File: config.mk
export PLATFORM = sky130hd
export DESIGN_NAME = hto_ctrl
export DESIGN_NICKNAME = d
export VERILOG_FILES = /design/src/rtl/hto_pkg.sv /design/src/rtl/hto_ctrl.sv
export SDC_FILE = /design/constraint.sdc
export NUM_CORES = 1
export LEC_CHECK = 0
export BUFFER_PORTS_ARGS = -buffer_cell sky130_fd_sc_hd__buf_2
export CELL_PAD_IN_SITES_DETAIL_PLACEMENT = 1
export CELL_PAD_IN_SITES_GLOBAL_PLACEMENT = 1
export CORE_MARGIN = 2
export CORE_UTILIZATION = 30
export DETAILED_ROUTE_END_ITERATION = 16
export PLACE_DENSITY_LB_ADDON = 0.2
export RECOVER_POWER = 100
export REMOVE_ABC_BUFFERS = 1
export SYNTH_ARGS = -nofsm -noshare
export SYNTH_HDL_FRONTEND = slang
export SYNTH_SLANG_ARGS = --single-unit
File: constraint.sdc
create_clock -name clk -period 3.01 [get_ports clk]
set_input_delay 0.602 -clock clk [delete_from_list [all_inputs] [get_ports clk]]
set_output_delay 0.602 -clock clk [all_outputs]
set_load 0.05 [all_outputs]
File: src/rtl/hto_pkg.sv
`timescale 1ns / 1ps

package hto_pkg;

  localparam int HTO_BUCKETS = 16;

  localparam int FUNC_W   = 2;
  localparam int KEY_W    = 16;
  localparam int STEP_W   = 4;
  localparam int STATUS_W = 2;
  localparam int BUCKET_W = 4;
  localparam int PROBES_W = 5;

  // Operation codes carried in the func field. The fourth code is a no-op.
  typedef logic [FUNC_W-1:0] func_t;
  localparam func_t FUNC_CLEAR  = 2'd0;
  localparam func_t FUNC_INSERT = 2'd1;
  localparam func_t FUNC_LOOKUP = 2'd2;

  typedef enum logic [STATUS_W-1:0] {
    ST_DONE  = 2'd0,
    ST_FOUND = 2'd1,
    ST_MISS  = 2'd2,
    ST_FULL  = 2'd3
  } status_t;

  typedef enum logic [2:0] {
    S_INIT,
    S_IDLE,
    S_CLEAR,
    S_HOME,
    S_PROBE,
    S_RESP
  } state_t;

  // Commands from the controller to the datapath.
  typedef struct packed {
    logic    load_item;
    logic    home;
    logic    advance;
    logic    wr_slot;
    logic    sweep;
    logic    set_res;
    status_t res_status;
    logic    res_pos;
    logic    res_cnt;
    logic    load_out;
  } hto_cmd_t;

  // Status from the datapath back to the controller.
  typedef struct packed {
    logic slot_valid;
    logic key_match;
    logic wrap;
    logic sweep_last;
    logic out_free;
  } hto_stat_t;

endpackage

File: src/rtl/hto_ctrl.sv
`timescale 1ns / 1ps

module hto_ctrl import hto_pkg::*; (
  input  logic      clk,
  input  logic      rst_n,
  input  logic      in_valid,
  input  func_t     in_func,
  output logic      in_ready,
  input  hto_stat_t stat,
  output hto_cmd_t  cmd
);

  state_t state_r, state_nxt;
  func_t  func_r, func_nxt;

  always_ff @(posedge clk) begin
    if (!rst_n) begin
      state_r <= S_INIT;
    end else begin
      state_r <= state_nxt;
    end
  end

  always_ff @(posedge clk) begin
    func_r <= func_nxt;
  end

  always_comb begin
    state_nxt = state_r;
    func_nxt  = func_r;
    in_ready  = 1'b0;
    cmd       = '0;
    case (state_r)
      S_INIT: begin
        cmd.sweep = 1'b1;
        if (stat.sweep_last) begin
          state_nxt = S_IDLE;
        end
      end
      S_IDLE: begin
        in_ready = 1'b1;
        if (in_valid) begin
          cmd.load_item = 1'b1;
          func_nxt      = in_func;
          case (in_func)
            FUNC_CLEAR: begin
              state_nxt = S_CLEAR;
            end
            FUNC_INSERT, FUNC_LOOKUP: begin
              state_nxt = S_HOME;
            end
            default: begin
              cmd.set_res    = 1'b1;
              cmd.res_status = ST_DONE;
              state_nxt      = S_RESP;
            end
          endcase
        end
      end
      S_CLEAR: begin
        cmd.sweep = 1'b1;
        if (stat.sweep_last) begin
          cmd.set_res    = 1'b1;
          cmd.res_status = ST_DONE;
          state_nxt      = S_RESP;
        end
      end
      S_HOME: begin
        cmd.home  = 1'b1;
        state_nxt = S_PROBE;
      end
      S_PROBE: begin
        if (func_r == FUNC_INSERT && !stat.slot_valid) begin
          cmd.wr_slot    = 1'b1;
          cmd.set_res    = 1'b1;
          cmd.res_status = ST_DONE;
          cmd.res_pos    = 1'b1;
          cmd.res_cnt    = 1'b1;
          state_nxt      = S_RESP;
        end else if (func_r != FUNC_INSERT && !stat.slot_valid) begin
          cmd.set_res    = 1'b1;
          cmd.res_status = ST_MISS;
          cmd.res_cnt    = 1'b1;
          state_nxt      = S_RESP;
        end else if (func_r != FUNC_INSERT && stat.key_match) begin
          cmd.set_res    = 1'b1;
          cmd.res_status = ST_FOUND;
          cmd.res_pos    = 1'b1;
          cmd.res_cnt    = 1'b1;
          state_nxt      = S_RESP;
        end else if (stat.wrap) begin
          cmd.set_res    = 1'b1;
          cmd.res_status = (func_r == FUNC_INSERT) ? ST_FULL : ST_MISS;
          cmd.res_cnt    = 1'b1;
          state_nxt      = S_RESP;
        end else begin
          cmd.advance = 1'b1;
        end
      end
      S_RESP: begin
        if (stat.out_free) begin
          cmd.load_out = 1'b1;
          state_nxt    = S_IDLE;
        end
      end
      default: begin
        state_nxt = S_IDLE;
      end
    endcase
  end

endmodule

==> results of run 1 <==
[cell families (layout without fill, tap and decap cells)]
| logic type | Yosys count | after routing |
|---|---|---|
| compound gates | 10 | 10 |
| buf+inv | 4 | 25 |
| flops | 5 | 5 |
| mux | 2 | 2 |
| simple gates | 34 | 34 |
[sequential cells by signal, summed over array words and instances (netlist names)]
name / cells
state_r: 3
func_r: 2
[how the worst max path moves through the flow]
stage | from | to | slack (ps) | cells past startpoint
floorplan | state_r[0] | cmd[5] | -620 | 4
global placement | stat[2] | cmd[8] | 830 | 5
detailed placement | stat[2] | cmd[8] | 830 | 5
CTS | state_r[0] | cmd[5] | 580 | 5
global route | state_r[2] | cmd[8] | 210 | 4
finish | state_r[2] | cmd[8] | 390 | 4
[final cells by class]
cell class | instances | share of cell area
clock buffers | 4 | 0.0491
multi-input cells | 46 | 0.526
flip-flops and latches | 5 | 0.224
well taps | 15 | 0.0350
repair buffers | 21 | 0.166
[routing by layer]
layer | wire length [um] | GRT usage | vias up
li1 | - | - | 241
met1 | 518 | 0.190 | 212
met2 | 505 | 0.255 | 26
met3 | 106 | 0.0690 | 4
met4 | 31 | 0.0938 | 0
met5 | 0 | 0 | -
[worst max-delay path, delay by kind of cell, from the launching register on]
kind | cells | cell delay (ps)
and+or+nand+nor | 3 | 700
DFF | 1 | 570
buffers and inverters | 1 | 500
[report_power, final]
part	switching (uW)	internal [uW]
clock	30.7	50.3
sequential	23.7	82.7
combinational	120	47.9
[placed cells by master, fill, tap and decap left out, drive strengths merged, types with 3 or more instances in the layout]
cell type and n:
clkbuf 17, nand2 6, nand2b 3, nor3 3, dfxtp 3, nor2 7
nand3 3, buf 8
[through the flow]
| stage | hold WS (ps) | power (uW) |
|---|---|---|
| after floorplan | 532 | 239 |
| after global placement | 619 | 284 |
| after detailed placement | 608 | 285 |
| after CTS | 587 | 368 |
| after global routing | 642 | 383 |
| final | 633 | 355 |
==> metrics.md, run 1 <==
| Metric | Value |
|---|---|
| Yosys reg bits | `5` |
| Vias | `483` |
| Slew HR | `0.599` |
| Synth Area in Adders | `0` |
| Status | `complete, no violations` |
| Port buffer count | `21` |
| Layout Utilization | `0.402` |
| Detailed Place HPWL | `between 800 and 900 um` |
| ANT cells | `0` |
| Post-route clock period utilization | `0.871` |
| Synth top area cells | `dfxtp_1, edfxtp_1, nor2_1` |
| 1st-pass router iterations | `4` |
| First-pass GRT wire length | `2160 um` |
| Drt total wl | `~1200 um` |
| Synth async-reset ratio | `0` |
| Share of post-route cells with drive strength above 1 | `0.184` |
| CTS Buf Count | `3` |
| Critical path endpoint category | `primary output` |
| Register area share after synthesis | `0.273` |
| Slowest cell on the critical path | `dfxtp_1` |
| Vias in the first global route | `around 480` |
| Clock Root Buffer | `clkbuf_4` |
| Multiplexer area fraction after synthesis | `0.0455` |
| PD cells | `663 mW/mm^2` |
| WHS Endpoint | `state_r[1]` |
| Fill cells | `198` |
| Register area | `120 um^2` |
| Starting Density | `0.330` |
| H-tree depth | `1` |
| Min Tclk post-route | `2620 ps` |
| # IOs | `22` |
| Post-synthesis simple-gate area fraction | `0.463` |
| Die ar. | `0.00179 mm^2` |
| Cells on Worst Hold Path | `2` |
| GRT Overall Usage | `0.165` |
| Dominant synthesized flop cell | `dfxtp_1` |
| Yosys top cell by area | `dfxtp_1` |
| Core area | `0.00133 mm^2` |
| Synth unique cells | `30` |
| Clk_skew | `2.54 ps` |
| CP Data Arrival Time | `2020 ps` |
| Residual DRC | `0` |
| Die width | `42.3 um` |
| Clock Latency Late Sink | `250 ps` |
| Via density per instance | `5.31` |
| Largest family of logic cells by synthesized area | `simple AND/OR/NAND/NOR gates` |
| Syn Std Cell Area | `440 um^2` |
| Max_cap viols | `0` |
| Multi-input gate area in the final layout | `282 um^2` |
| CP Cell Sequence | `nand2b_4 -> or2_2 -> nor2b_1 -> clkbuf_1` |
| Clock sink count | `5` |
| Compound-cell area share of the yosys netlist | `0.148` |
| Global route overflow | `0` |
| Synthesized area per cell | `around 8 um^2` |
| Nets | `a little under 90` |
| Hold WC Path Type | `reg -> reg` |
| Syn. warnings | `0` |
| Hold buffer count at cts | `0` |
| Critical Path Max Stage Delay | `570 ps` |
| Routability-driven placement congestion ratio | `0.776` |
| FF-to-FF End | `state_r[1]` |
| CTS Buffer Depth | `2` |
| Worst R2R Path Depth | `4` |
| Initial antenna violation count | `0` |
| FF-to-FF setup slack | `1480 ps` |
| CP Launch Type | `register` |
| Worst-margin pin slew | `604 ps` |
| Final hold viol count | `0` |
| Std-Cell Rows | `13` |
| Die H | `42.3 um` |
| Gate Count Post-Synth | `55` |
| Worst EP required | `2410 ps` |
| Placed Area | `~530 um^2` |
| Post-route cell area | `about 540 um^2` |
| Post-Place Setup Slack | `828 ps` |
| PostCTS Resize Cnt | `0` |
| CP max FO | `10` |
| XOR/XNOR Fraction of Synth Area | `0` |
| Kind of critical path | `reg -> out` |
| Post-route ant nets | `0` |
| Area delta synth->final | `21.6%` |
| TritonCTS clock tree | `done` |
| EDFF count, synth | `2` |
| WL/cell | `~13 um` |
| Lkg Pwr | `0.000200 uW` |
| Dpl cells | `87` |
| Clock transition at path regs | `approximately 50 ps` |
| Most frequent cells after synthesis | `nor2_1, nand2_1, dfxtp_1, nand3_1` |
| Final Max Tran Viols | `0` |
| Finished Layout Cells | `around 90` |
| Hold Startpoint | `state_r[1]` |
| Post-route worst setup slack | `389 ps` |
| Top-area cell type share of the netlist area | `0.136` |
| Most frequent cell after synthesis | `nor2_1` |
| Setup TNS | `0 ps` |
| Largest net degree at the start of global routing | `13` |
| DRT iter0 DRCs | `5` |
| Endpoints failing setup | `0` |
| Unrepaired setup endpoints after global routing | `no` |
| VDD IR-drop max | `0.000215 V` |
| Post-CTS Setup Bufs | `0` |
| Reg-to-reg critical path startpoint | `state_r[2]` |
| Max Clk Rate | `about 380 MHz` |
Note: power is estimated with default switching activity, not from simulation.
==> run 2: changes to the inputs <==
--- a/config.mk
+++ b/config.mk
@@ -5,7 +5,7 @@
 export SDC_FILE = /design/constraint.sdc
 export NUM_CORES = 1
 export LEC_CHECK = 0
-export BUFFER_PORTS_ARGS = -buffer_cell sky130_fd_sc_hd__buf_2
+export BUFFER_PORTS_ARGS = -buffer_cell sky130_fd_sc_hd__buf_4
 export CELL_PAD_IN_SITES_DETAIL_PLACEMENT = 1
 export CELL_PAD_IN_SITES_GLOBAL_PLACEMENT = 1
 export CORE_MARGIN = 2
==> run 2 against run 1 <==
Against the previous run: clock-buffer cell count fell by 1; worst hold slack got worse by 27 ps; maximum frequency fell by 1.6%; routed wire length rose by 1.2%; critical path depth did not move; total power fell by 0.85%.
==> metrics.md, run 2 (synthesized netlist as in run 1, its figures left out) <==
| Metric | Value |
|---|---|
| CP max FO | `10` |
| Final hold viol count | `0` |
| Die H | `42.3 um` |
| Hold WC Path Type | `reg -> reg` |
| Port buffer count | `21` |
| Std-Cell Rows | `13` |
| Placed Area | `586 um^2` |
| CP Data Arrival Time | `2060 ps` |
| Routability-driven placement congestion ratio | `between 0.7 and 0.8` |
| WL/cell | `12.9 um` |
| Post-route clock period utilization | `0.885` |
| Max Clk Rate | `375 MHz` |
| CP Launch Type | `register` |
| Slew HR | `0.595` |
| Max_cap viols | `0` |
| Vias | `474` |
| Cells on Worst Hold Path | `2` |
| Post-CTS Setup Bufs | `0` |
| FF-to-FF setup slack | `between 1000 and 1500 ps` |
| Area delta synth->final | `24.7%` |
| Die width | `around 42 um` |
| Layout Utilization | `0.412` |
| Hold buffer count at cts | `0` |
| # IOs | `22` |
| Final Max Tran Viols | `0` |
| Worst R2R Path Depth | `4` |
| FF-to-FF End | `state_r[1]` |
| Post-route cell area | `about 550 um^2` |
| Critical path endpoint category | `primary output` |
| Clock Latency Late Sink | `approximately 240 ps` |
| Top reg by flops | `state_r` |
| Most common cell after layout, fill and taps aside | `clkbuf_1` |
| Share of post-route cells with drive strength above 1 | `0.197` |
| Drt total wl | `1180 um` |
| PD cells | `641 mW/mm^2` |
| H-tree depth | `1` |
| Reg-to-reg critical path startpoint | `state_r[2]` |
| Endpoints failing setup | `0` |
| PostCTS Resize Cnt | `0` |
| Kind of critical path | `reg -> out` |
| Largest net degree at the start of global routing | `13` |
| Global route overflow | `0` |
| Via density per instance | `5.21` |
| CTS Buffer Depth | `2` |
| Clk_skew | `7.15 ps` |
| VDD IR-drop max | `~0.00023 V` |
| Initial antenna violation count | `0` |
| Core area | `0.00133 mm^2` |
| Clock Root Buffer | `clkbuf_4` |
| DRT iter0 DRCs | `5` |
| Vias in the first global route | `446` |
| Residual DRC | `0` |
| 1st-pass router iterations | `2` |
| Registers with the most flip-flops | `state_r: 3 flops, func_r: 2 flops` |
| ANT cells | `0` |
| Critical Path End | `cmd[8]` |
| Clock transition at path regs | `50 ps` |
| Status | `complete, no violations` |
| TritonCTS clock tree | `done` |
| Starting Density | `0.330` |
| First-pass GRT wire length | `approximately 2000 um` |
| Worst EP required | `2410 ps` |
| CP Launch Point | `state_r[2]` |
| Largest register FFs | `3` |
| Worst-margin pin slew | `610 ps` |
| Nets | `87` |
| GRT Overall Usage | `0.145` |
| Post-route ant nets | `0` |
| CTS Buf Count | `3` |
| Clock sink count | `5` |
| Detailed Place HPWL | `slightly below 900 um` |
| Most frequent cells in the layout | `clkbuf_1, nor2_1, buf_4` |
| Die ar. | `0.00179 mm^2` |
| Min Tclk post-route | `2670 ps` |
| Unrepaired setup endpoints after global routing | `no` |
| Lkg Pwr | `0.000207 uW` |
-- run 2: changes by cell type in the layout (fill, tap and decap cells not counted), sizes merged --
cell,before,now
clkinv,0,1
buf,8,7
-- run 2: cell type report --
| class | count | area [um^2] |
|---|---|---|
| Clock buffer | 3 | 22.5 |
| Multi-Input combinational cell | 46 | 277 |
| Fill cell | 184 | 785 |
| Clock inverter | 1 | 5.00 |
| Timing Repair Buffer | 21 | 106 |
| Sequential cell | 5 | 120 |
| Tap cell | 15 | 18.8 |
-- run 2: worst min path at each step --
stage / slack, ps / endpoint / start
2_1_floorplan: 530 / state_r[1] / state_r[1]
3_3_place_gp: 600 / state_r[1] / state_r[1]
3_5_place_dp: 600 / state_r[1] / state_r[1]
4_1_cts: 560 / func_r[1] / in_func[1]
5_1_grt: 610 / state_r[2] / rst_n
6_report: 610 / state_r[1] / state_r[1]
-- run 2: critical path, stage by stage (launching register included) --
cell and delay [ps]:
dfxtp_1 560, nand2b_2 140, or2_2 360, nor2b_1 260
clkbuf_1 500
-- run 2: per-layer routing --
layer / up-vias / routed length (um) / GRT usage
li1: 240 / - / -
met1: 219 / 544 / 0.183
met2: 15 / 561 / 0.231
met3: 0 / 70 / 0.0431
met4: 0 / 0 / 0.0563
met5: - / 0 / 0
-- run 2: where the power goes --
group | internal [uW] | total (uW) | leakage, uW | switching [uW]
Combinational | 48.7 | 169 | 0.000146 | 120
Sequential | 82.6 | 106 | 0.0000431 | 22.9
Clock | 48.1 | 77.3 | 0.0000177 | 29.2
Total | 180 | 352 | 0.000207 | 173
-- run 2: per-stage QoR --
stage / setup TNS, ps / std cells / hold WS [ps] / setup slack (ps) / total power [uW]
floorplan: -622 / 51 / 532 / -622 / 239
global placement: 0 / 87 / 604 / 868 / 300
detailed placement: 0 / 87 / 599 / 850 / 301
CTS: 0 / 91 / 565 / 598 / 383
global route: 0 / 91 / 613 / 230 / 379
finish: 0 / 91 / 606 / 345 / 352
